`src/hw/rtl/rcr_pkg.sv`:
```
// Shared constants, types and sequencer states of the raycast column renderer.
`timescale 1ns / 1ps
package rcr_pkg;

	// Screen and map geometry
	localparam int SCREEN_WIDTH  = 120;
	localparam int SCREEN_HEIGHT = 40;
	localparam int MAP_SIDE      = 16;
	localparam int MAX_STEPS     = 160;

	// Field widths
	localparam int COL_W   = 7;
	localparam int ROW_W   = 6;
	localparam int STEPS_W = 8;
	localparam int ANG_W   = 10;
	localparam int POSR_W  = 12;   // register position, Q4.8
	localparam int POS_W   = 23;   // march position, signed Q6.16 with headroom
	localparam int STEP_W  = 14;   // signed per-step move, Q.16
	localparam int CEIL_W  = 8;    // signed ceiling row
	localparam int MAP_BITS = 256;

	// Ray and march constants
	localparam int FOV_UNITS    = 128;
	localparam int STEP_MUL     = 6554;  // 0.1 cell in Q.16 per unit sine
	localparam int STEP_RND     = 8192;
	localparam int NEAR_TENTHS  = 20;    // distance 2.0 cells in tenths
	localparam int QUARTER_TURN = 256;
	localparam int HALF_TURN    = 512;

	// column * FOV_UNITS / SCREEN_WIDTH as (column * 4370) >> 12, exact for columns 0 to 127
	localparam int ANG_RECIP_MUL   = 4370;
	localparam int ANG_RECIP_SHIFT = 12;

	// Bhaskara sine: 16p/(5*512^2 - 4p), scaled to Q2.14
	localparam int SIN_DEN0  = 1310720;
	localparam int SIN_SHIFT = 18;       // 16 * 16384

	// Shared divider sizing
	localparam int DIV_NUM_W = 35;
	localparam int DIV_DEN_W = 21;
	localparam int DIV_QUO_W = 15;
	localparam int DIV_CNT_W = $clog2(DIV_QUO_W);

	// APB register map (byte address = 8 * index)
	localparam int APB_AW = 6;
	localparam int APB_DW = 64;
	localparam logic [2:0] REG_PLAYER_X     = 3'd0;
	localparam logic [2:0] REG_PLAYER_Y     = 3'd1;
	localparam logic [2:0] REG_PLAYER_ANGLE = 3'd2;
	localparam logic [2:0] REG_WALL_A       = 3'd3;
	localparam logic [2:0] REG_WALL_B       = 3'd4;
	localparam logic [2:0] REG_WALL_C       = 3'd5;
	localparam logic [2:0] REG_WALL_D       = 3'd6;

	// Reset map: open 7x14 room
	localparam logic [63:0] WALL_A_RST = 64'hF80F_F80F_F80F_FFFF;
	localparam logic [63:0] WALL_B_RST = 64'hF80F_F80F_F80F_F80F;
	localparam logic [63:0] WALL_C_RST = 64'hF80F_F80F_F80F_F80F;
	localparam logic [63:0] WALL_D_RST = 64'hFFFF_F80F_F80F_F80F;
	localparam logic [POSR_W-1:0] PLAYER_POS_RST = 12'd2048;

	typedef struct packed {
		logic [POSR_W-1:0]   player_x;
		logic [POSR_W-1:0]   player_y;
		logic [ANG_W-1:0]    player_angle;
		logic [MAP_BITS-1:0] walls;       // bit 16*y + x
	} cfg_t;

	typedef struct packed {
		logic                 start;
		logic [DIV_NUM_W-1:0] num;
		logic [DIV_DEN_W-1:0] den;
	} div_req_t;

	typedef struct packed {
		logic                 done;
		logic [DIV_QUO_W-1:0] quo;
	} div_rsp_t;

	typedef enum logic [3:0] {
		ST_IDLE,
		ST_ANG,
		ST_SIN_P,
		ST_SIN_GO,
		ST_SIN_DIV,
		ST_SIN_MUL,
		ST_MARCH,
		ST_CEIL_GO,
		ST_CEIL_DIV,
		ST_ROWS
	} state_t;

endpackage

```
`src/hw/rtl/rcr_regs.sv`:
```
// APB register file holding player pose and wall bitmap.
`timescale 1ns / 1ps
module rcr_regs import rcr_pkg::*; (
	input  logic              clk,
	input  logic              arst_n,
	input  logic              psel,
	input  logic              penable,
	input  logic              pwrite,
	input  logic [APB_AW-1:0] paddr,
	input  logic [APB_DW-1:0] pwdata,
	output logic [APB_DW-1:0] prdata,
	output logic              pready,
	output cfg_t              cfg
);

	logic [POSR_W-1:0] player_x_q;
	logic [POSR_W-1:0] player_y_q;
	logic [ANG_W-1:0]  player_angle_q;
	logic [63:0]       wall_a_q;
	logic [63:0]       wall_b_q;
	logic [63:0]       wall_c_q;
	logic [63:0]       wall_d_q;
	logic [2:0]        idx;
	logic              wr_en;

	assign pready = 1'b1;
	assign idx    = paddr[APB_AW-1:3];
	assign wr_en  = psel & penable & pwrite;

	// register writes
	always_ff @(posedge clk or negedge arst_n) begin
		if (!arst_n) begin
			player_x_q     <= PLAYER_POS_RST;
			player_y_q     <= PLAYER_POS_RST;
			player_angle_q <= '0;
			wall_a_q       <= WALL_A_RST;
			wall_b_q       <= WALL_B_RST;
			wall_c_q       <= WALL_C_RST;
			wall_d_q       <= WALL_D_RST;
		end else if (wr_en) begin
			case (idx)
				REG_PLAYER_X:     player_x_q     <= pwdata[POSR_W-1:0];
				REG_PLAYER_Y:     player_y_q     <= pwdata[POSR_W-1:0];
				REG_PLAYER_ANGLE: player_angle_q <= pwdata[ANG_W-1:0];
				REG_WALL_A:       wall_a_q       <= pwdata;
				REG_WALL_B:       wall_b_q       <= pwdata;
				REG_WALL_C:       wall_c_q       <= pwdata;
				REG_WALL_D:       wall_d_q       <= pwdata;
				default: ;
			endcase
		end
	end

	// read mux
	always_comb begin
		case (idx)
			REG_PLAYER_X:     prdata = APB_DW'(player_x_q);
			REG_PLAYER_Y:     prdata = APB_DW'(player_y_q);
			REG_PLAYER_ANGLE: prdata = APB_DW'(player_angle_q);
			REG_WALL_A:       prdata = wall_a_q;
			REG_WALL_B:       prdata = wall_b_q;
			REG_WALL_C:       prdata = wall_c_q;
			REG_WALL_D:       prdata = wall_d_q;
			default:          prdata = '0;
		endcase
	end

	assign cfg.player_x     = player_x_q;
	assign cfg.player_y     = player_y_q;
	assign cfg.player_angle = player_angle_q;
	assign cfg.walls        = {wall_d_q, wall_c_q, wall_b_q, wall_a_q};

endmodule

```
`src/hw/rtl/rcr_div.sv`:
```
// Shared restoring divider, one quotient bit per cycle.
`timescale 1ns / 1ps
module rcr_div import rcr_pkg::*; (
	input  logic     clk,
	input  logic     arst_n,
	input  div_req_t req,
	output div_rsp_t rsp
);

	logic                 busy_q;
	logic                 done_q;
	logic [DIV_CNT_W-1:0] cnt_q;
	logic [DIV_DEN_W-1:0] rem_q;
	logic [DIV_DEN_W-1:0] den_q;
	logic [DIV_QUO_W-1:0] qn_q;     // numerator bits out, quotient bits in
	logic [DIV_DEN_W:0]   trial;
	logic                 ge;

	// quotient is known to fit DIV_QUO_W bits, so the top of num seeds the remainder
	assign trial = {rem_q, qn_q[DIV_QUO_W-1]};
	assign ge    = trial >= {1'b0, den_q};

	// control
	always_ff @(posedge clk or negedge arst_n) begin
		if (!arst_n) begin
			busy_q <= 1'b0;
			done_q <= 1'b0;
			cnt_q  <= '0;
		end else if (req.start) begin
			busy_q <= 1'b1;
			done_q <= 1'b0;
			cnt_q  <= '0;
		end else if (busy_q) begin
			cnt_q <= cnt_q + 1'b1;
			if (cnt_q == DIV_CNT_W'(DIV_QUO_W - 1)) begin
				busy_q <= 1'b0;
				done_q <= 1'b1;
			end
		end else begin
			done_q <= 1'b0;
		end
	end

	// datapath
	always_ff @(posedge clk) begin
		if (req.start) begin
			rem_q <= DIV_DEN_W'(req.num[DIV_NUM_W-1:DIV_QUO_W]);
			qn_q  <= req.num[DIV_QUO_W-1:0];
			den_q <= req.den;
		end else if (busy_q) begin
			rem_q <= ge ? DIV_DEN_W'(trial - {1'b0, den_q}) : trial[DIV_DEN_W-1:0];
			qn_q  <= {qn_q[DIV_QUO_W-2:0], ge};
		end
	end

	assign rsp.done = done_q;
	assign rsp.quo  = qn_q;

endmodule

```
`src/hw/rtl/raycast_column_renderer_core.sv`:
```
// Top level: column sequencer, ray march and row output of the raycaster.
`timescale 1ns / 1ps
// One request on s_* names a screen column; the block answers with SCREEN_HEIGHT
// requests on m_*, one per screen row from the top, the final one with tlast.
// A column first takes its ray angle and the two sine values, each sine a pass
// through the shared one-bit-per-cycle divider, then one march step per cycle
// (1 to MAX_STEPS, set by where the ray meets a wall or leaves the map), then a
// divider pass for the ceiling row, then one row per cycle while m_tready is
// high; the block then returns to idle, where the next column is taken. s_tready
// is high only between columns.
// Registers sit at byte address 8*i on the APB port and may be written between
// columns.
module raycast_column_renderer_core import rcr_pkg::*; (
	input  logic              clk,
	input  logic              arst_n,
	input  logic              s_tvalid,
	output logic              s_tready,
	input  logic [7:0]        s_tdata,   // [6:0] column
	output logic              m_tvalid,
	input  logic              m_tready,
	output logic [23:0]       m_tdata,   // [6:0] column_out, [12:7] row, [13] is_wall,
	                                     // [21:14] hit_steps
	output logic              m_tlast,
	input  logic              psel,
	input  logic              penable,
	input  logic              pwrite,
	input  logic [APB_AW-1:0] paddr,
	input  logic [APB_DW-1:0] pwdata,
	output logic [APB_DW-1:0] prdata,
	output logic              pready
);

	cfg_t     cfg;
	div_req_t div_req;
	div_rsp_t div_rsp;
	state_t   state_q, state_d;

	logic [COL_W-1:0]          column_q;
	logic [ANG_W-1:0]          angle_q;
	logic                      phase_q;    // 0: x move (sine), 1: y move (cosine)
	logic [16:0]               p_q;
	logic [DIV_QUO_W-1:0]      v_q;
	logic signed [STEP_W-1:0]  dx_q, dy_q;
	logic signed [POS_W-1:0]   px_q, py_q;
	logic [STEPS_W-1:0]        k_q;
	logic [STEPS_W-1:0]        steps_q;
	logic signed [CEIL_W-1:0]  ceil_q;
	logic [ROW_W-1:0]          row_q;

	logic [19:0]               ang_prod;
	logic [7:0]                ang_ofs;
	logic [ANG_W-1:0]          sin_ang;
	logic [8:0]                h;
	logic [9:0]                h_c;
	logic [20:0]               sin_den;
	logic [27:0]               step_prod;
	logic [STEP_W-1:0]         step_mag;
	logic signed [STEP_W-1:0]  step_val;
	logic signed [POS_W-1:0]   nx, ny;
	logic                      out_map;
	logic                      wall_hit;
	logic                      march_end;
	logic [STEPS_W-1:0]        kd;
	logic signed [CEIL_W-1:0]  row_s;
	logic signed [CEIL_W-1:0]  floor_s;
	logic                      is_wall;
	logic                      last_row;

	rcr_regs u_regs (
		.clk     (clk),
		.arst_n  (arst_n),
		.psel    (psel),
		.penable (penable),
		.pwrite  (pwrite),
		.paddr   (paddr),
		.pwdata  (pwdata),
		.prdata  (prdata),
		.pready  (pready),
		.cfg     (cfg)
	);

	rcr_div u_div (
		.clk    (clk),
		.arst_n (arst_n),
		.req    (div_req),
		.rsp    (div_rsp)
	);

	// column offset within the field of view: column * 128 / 120
	assign ang_prod = 20'(column_q) * 20'(ANG_RECIP_MUL);
	assign ang_ofs  = ang_prod[19:ANG_RECIP_SHIFT];

	// sine argument and Bhaskara terms
	assign sin_ang = phase_q ? angle_q + ANG_W'(QUARTER_TURN) : angle_q;
	assign h       = sin_ang[8:0];
	assign h_c     = 10'(HALF_TURN) - {1'b0, h};
	assign sin_den = 21'(SIN_DEN0) - {p_q, 2'b00};

	// per-step move: round(|s| * 6554 / 2^14), signed
	assign step_prod = 28'(v_q) * 28'(STEP_MUL) + 28'(STEP_RND);
	assign step_mag  = step_prod[27:14];
	assign step_val  = sin_ang[ANG_W-1] ? -$signed(step_mag) : $signed(step_mag);

	// march step: advance, then test map bounds and wall bit
	assign nx        = px_q + POS_W'(dx_q);
	assign ny        = py_q + POS_W'(dy_q);
	assign out_map   = nx[POS_W-1] || ny[POS_W-1] ||
	                   (nx[POS_W-2:16] >= 6'(MAP_SIDE)) || (ny[POS_W-2:16] >= 6'(MAP_SIDE));
	assign wall_hit  = cfg.walls[{ny[19:16], nx[19:16]}];
	assign march_end = out_map || wall_hit || (k_q == STEPS_W'(MAX_STEPS));

	// ceiling numerator term |k - 20|
	assign kd = (steps_q >= STEPS_W'(NEAR_TENTHS)) ? steps_q - STEPS_W'(NEAR_TENTHS)
	                                               : STEPS_W'(NEAR_TENTHS) - steps_q;

	// row classification
	assign row_s    = CEIL_W'({2'b00, row_q});
	assign floor_s  = CEIL_W'(SCREEN_HEIGHT) - ceil_q;
	assign is_wall  = (row_s > ceil_q) && (row_s <= floor_s);
	assign last_row = row_q == ROW_W'(SCREEN_HEIGHT - 1);

	// state register
	always_ff @(posedge clk or negedge arst_n) begin
		if (!arst_n) begin
			state_q <= ST_IDLE;
		end else begin
			state_q <= state_d;
		end
	end

	// next state
	always_comb begin
		state_d = state_q;
		case (state_q)
			ST_IDLE:     if (s_tvalid) state_d = ST_ANG;
			ST_ANG:      state_d = ST_SIN_P;
			ST_SIN_P:    state_d = ST_SIN_GO;
			ST_SIN_GO:   state_d = ST_SIN_DIV;
			ST_SIN_DIV:  if (div_rsp.done) state_d = ST_SIN_MUL;
			ST_SIN_MUL:  state_d = phase_q ? ST_MARCH : ST_SIN_P;
			ST_MARCH:    if (march_end) state_d = ST_CEIL_GO;
			ST_CEIL_GO:  state_d = ST_CEIL_DIV;
			ST_CEIL_DIV: if (div_rsp.done) state_d = ST_ROWS;
			ST_ROWS:     if (m_tready && last_row) state_d = ST_IDLE;
			default:     state_d = ST_IDLE;
		endcase
	end

	// outputs and divider requests
	always_comb begin
		s_tready      = 1'b0;
		m_tvalid      = 1'b0;
		div_req.start = 1'b0;
		div_req.num   = '0;
		div_req.den   = '0;
		case (state_q)
			ST_IDLE: begin
				s_tready = 1'b1;
			end
			ST_SIN_GO: begin
				div_req.start = 1'b1;
				div_req.num   = (DIV_NUM_W'(p_q) << SIN_SHIFT) + DIV_NUM_W'(sin_den[20:1]);
				div_req.den   = sin_den;
			end
			ST_CEIL_GO: begin
				div_req.start = 1'b1;
				div_req.num   = DIV_NUM_W'(kd) * DIV_NUM_W'(SCREEN_HEIGHT);
				div_req.den   = DIV_DEN_W'({steps_q, 1'b0});
			end
			ST_ROWS: begin
				m_tvalid = 1'b1;
			end
			default: ;
		endcase
	end

	// datapath registers
	always_ff @(posedge clk) begin
		case (state_q)
			ST_IDLE: begin
				if (s_tvalid) begin
					column_q <= s_tdata[COL_W-1:0];
					phase_q  <= 1'b0;
					px_q     <= POS_W'({cfg.player_x, 8'h00});
					py_q     <= POS_W'({cfg.player_y, 8'h00});
					k_q      <= STEPS_W'(1);
				end
			end
			ST_ANG: begin
				angle_q <= cfg.player_angle - ANG_W'(FOV_UNITS / 2) + ANG_W'(ang_ofs);
			end
			ST_SIN_P: begin
				p_q <= 17'(h) * 17'(h_c);
			end
			ST_SIN_DIV: begin
				if (div_rsp.done) v_q <= div_rsp.quo;
			end
			ST_SIN_MUL: begin
				if (phase_q) begin
					dy_q <= step_val;
				end else begin
					dx_q <= step_val;
				end
				phase_q <= 1'b1;
			end
			ST_MARCH: begin
				px_q <= nx;
				py_q <= ny;
				k_q  <= k_q + 1'b1;
				if (march_end) begin
					steps_q <= (!out_map && wall_hit) ? k_q : STEPS_W'(MAX_STEPS);
				end
			end
			ST_CEIL_GO: begin
				row_q <= '0;
			end
			ST_CEIL_DIV: begin
				if (div_rsp.done) begin
					// near walls: negative ceiling clamps at -1
					if (steps_q >= STEPS_W'(NEAR_TENTHS)) begin
						ceil_q <= CEIL_W'(div_rsp.quo[CEIL_W-2:0]);
					end else begin
						ceil_q <= (div_rsp.quo != '0) ? -CEIL_W'(1) : '0;
					end
				end
			end
			ST_ROWS: begin
				if (m_tready) row_q <= row_q + 1'b1;
			end
			default: ;
		endcase
	end

	assign m_tdata = {2'b00, steps_q, is_wall, row_q, column_q};
	assign m_tlast = last_row;

endmodule

```
`config.mk`:
```
export PLATFORM = sky130hd
export DESIGN_NAME = raycast_column_renderer_core
export DESIGN_NICKNAME = d
export VERILOG_FILES = /design/src/hw/rtl/rcr_pkg.sv /design/src/hw/rtl/rcr_regs.sv /design/src/hw/rtl/rcr_div.sv /design/src/hw/rtl/raycast_column_renderer_core.sv
export SDC_FILE = /design/constraint.sdc
export NUM_CORES = 1
export LEC_CHECK = 0
export BUFFER_PORTS_ARGS = -buffer_cell sky130_fd_sc_hd__clkbuf_2
export CORE_UTILIZATION = 50
export DETAILED_ROUTE_END_ITERATION = 10
export GPL_TIMING_DRIVEN = 1
export MAX_ROUTING_LAYER = met4
export PLACE_DENSITY_LB_ADDON = 0.25
export SETUP_SLACK_MARGIN = 0.15
export SLEW_MARGIN = 20
export SYNTH_ARGS = -nofsm -noshare
export SYNTH_HDL_FRONTEND = slang
export SYNTH_SLANG_ARGS = --single-unit
```
`constraint.sdc`:
```
create_clock -name clk -period 13 [get_ports clk]
set_clock_uncertainty 0.2 [all_clocks]
set_input_delay 0.65 -clock clk [delete_from_list [all_inputs] [get_ports clk]]
set_output_delay 0.65 -clock clk [all_outputs]
set_load 0.1 [all_outputs]
```
==> out/results.ini <==
[run_status]
status = finished clean

[synthesis]
synth-seq-cells = 510
ys_warn_count = 0
netlist_instances = 3193
synth_top_area_share_pct = 17.65
ys_seq_area_share_pct = 39.38
synth_ff_type = edfxtp_1
yosysMostFrequentCell = inv_1
synth_commonest_cells = 299 x inv_1, 294 x mux2_2, 279 x ha_1
syn-cell-area_mm2 = 0.03556
avgSynthCellArea_um2 = 11.14
synth_edf_count = 209
ys_types = 96
yosys.area.top_type = edfxtp_1
synthTopCellsByArea = edfxtp_1 18%, dfstp_2 12%, dfrtp_1 9.9%
ys_async_sr_fraction_pct = 58.82

[routing]
routed_via_density = 5.907
met1_length_um = 38470
wirelength_um = 92980
drt_iter0_markers = 1809
drc = 0
highest_layer = met4
vias = 25554
met2_length_um = 46420
wl_per_cell_um = 21.49
ant_nets = 0
dr.pass1.iters = 7
wl_met3_um = 5282

[setup_path]
cp_slowest_cell = nor4b_1
rr_startpoint = v_q[7]
startpoint_type = flip-flop
cp_max_fo = 5
r2r_setup_slack_ns = 5.42
cp_data_required_time_ns = 13.11
cp_cell_sequence = ha_1 > inv_1 > fa_1 > fa_1 > fa_1 > fa_1 > inv_1 > ha_1 > a21o_1 > a21o_1 > a21oi_1 > a21boi_2 > xnor2_1 > nor4b_1 > nand4_1 > or3_1 > or4b_1 > a21o_1 > nand4_1 > xnor2_1 > xnor2_1
path_depth = 21
critPathKind = reg2reg
rr_endpoint = dy_q[13]
crit_buf_inv = 2
end_kind = flip-flop
worst_path_most_repeated_cell = fa_1
critPathArrivalTime_ns = 7.70
ff2ff_path_depth = 21
crit_family = adder cells
slowest_delay_ns = 0.64

[timing]
maxSlewViolCount = 0
tns_ns = 0
fin_crit_ns = 7.581
finalHoldViolations = 0
slew-limit-headroom_pct = 26.52
worst_slew_pin_slew_ns = 1.102
finalCritPeriodShare_pct = 58.31
fmax_ghz = 0.1319
setup_viol = 0
grt_setup_unrepaired = no

[clock_network]
cts_tree = done
htree_levels = 2
post_cts_buffers = 0
root_buffer = clkbuf_16
clock_sinks = 510
worstSkewPairLatency_ns = 0.64
numCtsBuffers = 58
path_clk_slew_ns = 0.06
cts_max_path_buffers = 3

[die]
core_area_mm2 = 0.07015
io_pins = 177
die_h_um = 268.7
die_x_um = 268.7
initial_core_util_pct = 50.68
rows = 97
dieArea_mm2 = 0.07218

[global_route]
grt_pass1_wl_um = 147400
grt_use_total_pct = 26.77
grt_max_degree = 118
gr-total-overflow = 0
grt_pass1_vias = 26661
antenna_found_initial = 3

[place]
gp_congestion = 0.8787
io_buffers = 169
dpl.hpwl_um = 67140

[min_path]
min_path_cells = 3
min-delay-start = pwdata[15]
hp-class = in2reg
min_to = u_regs.wall_c_q[15]

[final_layout]
filler_cell_count = 5917
nets = 3813
final_layout_size_suffix_gt1_share_pct = 24.92
area.growth.synth_to_final_pct = 10.55

[flow_run]
maxCapViolations = 0

==> how the worst max path moves through the flow <==
stage | from | to | slack (ns)
2_1_floorplan | v_q[3] | dx_q[13] | 6.28
3_3_place_gp | v_q[3] | dx_q[13] | 5.59
3_5_place_dp | v_q[2] | dy_q[13] | 5.53
4_1_cts | v_q[6] | dy_q[13] | 5.41
5_1_grt | v_q[6] | dy_q[13] | 5.06
6_report | v_q[7] | dy_q[13] | 5.42
==> cell families (layout without fill, tap and decap cells) <==
logic type                 count (synthesis)  after routing  synth area share (%)
xor gates and xnor gates                 177            177                 4.402
DFF                                      510            510                 39.38
buffers and inverters                    440            622                 4.962
other                                      2             13               0.02112
and+or+nand+nor                          711            711                 9.751
AOI/OAI and AO/OA                        581            581                 11.81
muxes                                    377            377                 13.32
adders and majority gates                395            395                 16.35
==> placed cells by master, fill, tap and decap left out, drive strengths merged, types with 73 or more instances in the layout <==
cell type	instances
dfstp	160
inv	302
fa	116
xnor2	104
mux2	294
nand2	207
o21ai	110
xor2	73
clkbuf	238
ha	279
a21oi	108
edfxtp	209
nor2	174
dfrtp	140
==> metal layers <==
layer | vias up | GRT usage, %
met3 | 175 | 3.479
li1 | 11741 | -
met4 | 0 | 8.477
met5 | - | -
met1 | 12869 | 33.73
met2 | 769 | 44.78
==> repair_timing <==
item / in CTS / in global routing
hold endpoints to repair: 66 / 0
gates resized for setup: 0 / 0
hold buffers: 8 / 0
==> tightest hold or removal path, stage by stage <==
cell      delay [ns]
clkbuf_2        0.11
nand2_1         0.07
o21ai_0         0.07
==> final cells by class <==
| class | count | area [um^2] | area share, % |
|---|---|---|---|
| Inverter | 300 | 1126 | 2.865 |
| Tap cell | 940 | 1176 | 2.992 |
| Multi-Input combinational cell | 2251 | 19940 | 50.74 |
| Clock buffer | 70 | 1558 | 3.963 |
| Sequential cell | 510 | 14000 | 35.63 |
| Antenna cell | 3 | 7.507 | 0.01910 |
| Clock inverter | 40 | 294.0 | 0.7481 |
| Timing Repair Buffer | 212 | 1199 | 3.050 |
==> through the flow <==
step                      hold WS, ns  worst slack [ns]  util (%)  std cells  area (um^2)
after floorplan                0.1544             6.285         -       3201        35590
final                         0.06796             5.419     56.03       4326        39310
after global routing          0.06880             5.061     56.03       4326        39310
after global placement         0.2894             5.585     53.25       4205        37360
after CTS                     0.04006             5.405     56.01       4323        39290
after detailed placement       0.2963             5.528     53.25       4205        37360
==> flip-flops by register name, indices dropped and copies added (netlist names), 4 cells and up <==
register / cells
px_q: 23
u_regs.wall_d_q: 64
u_regs.player_x_q: 12
dy_q: 14
u_regs.wall_a_q: 64
k_q: 8
dx_q: 14
u_regs.wall_b_q: 64
u_regs.player_angle_q: 10
p_q: 17
u_div.qn_q: 15
state_q: 4
u_div.cnt_q: 4
column_q: 7
v_q: 15
ceil_q: 8
py_q: 23
u_div.rem_q: 21
angle_q: 10
u_div.den_q: 20
u_regs.player_y_q: 12
steps_q: 8
u_regs.wall_c_q: 64
row_q: 6
Power is left out: the tool's default activity adds up to more than one toggle a clock period on the data nets, which glitch-free logic cannot reach.
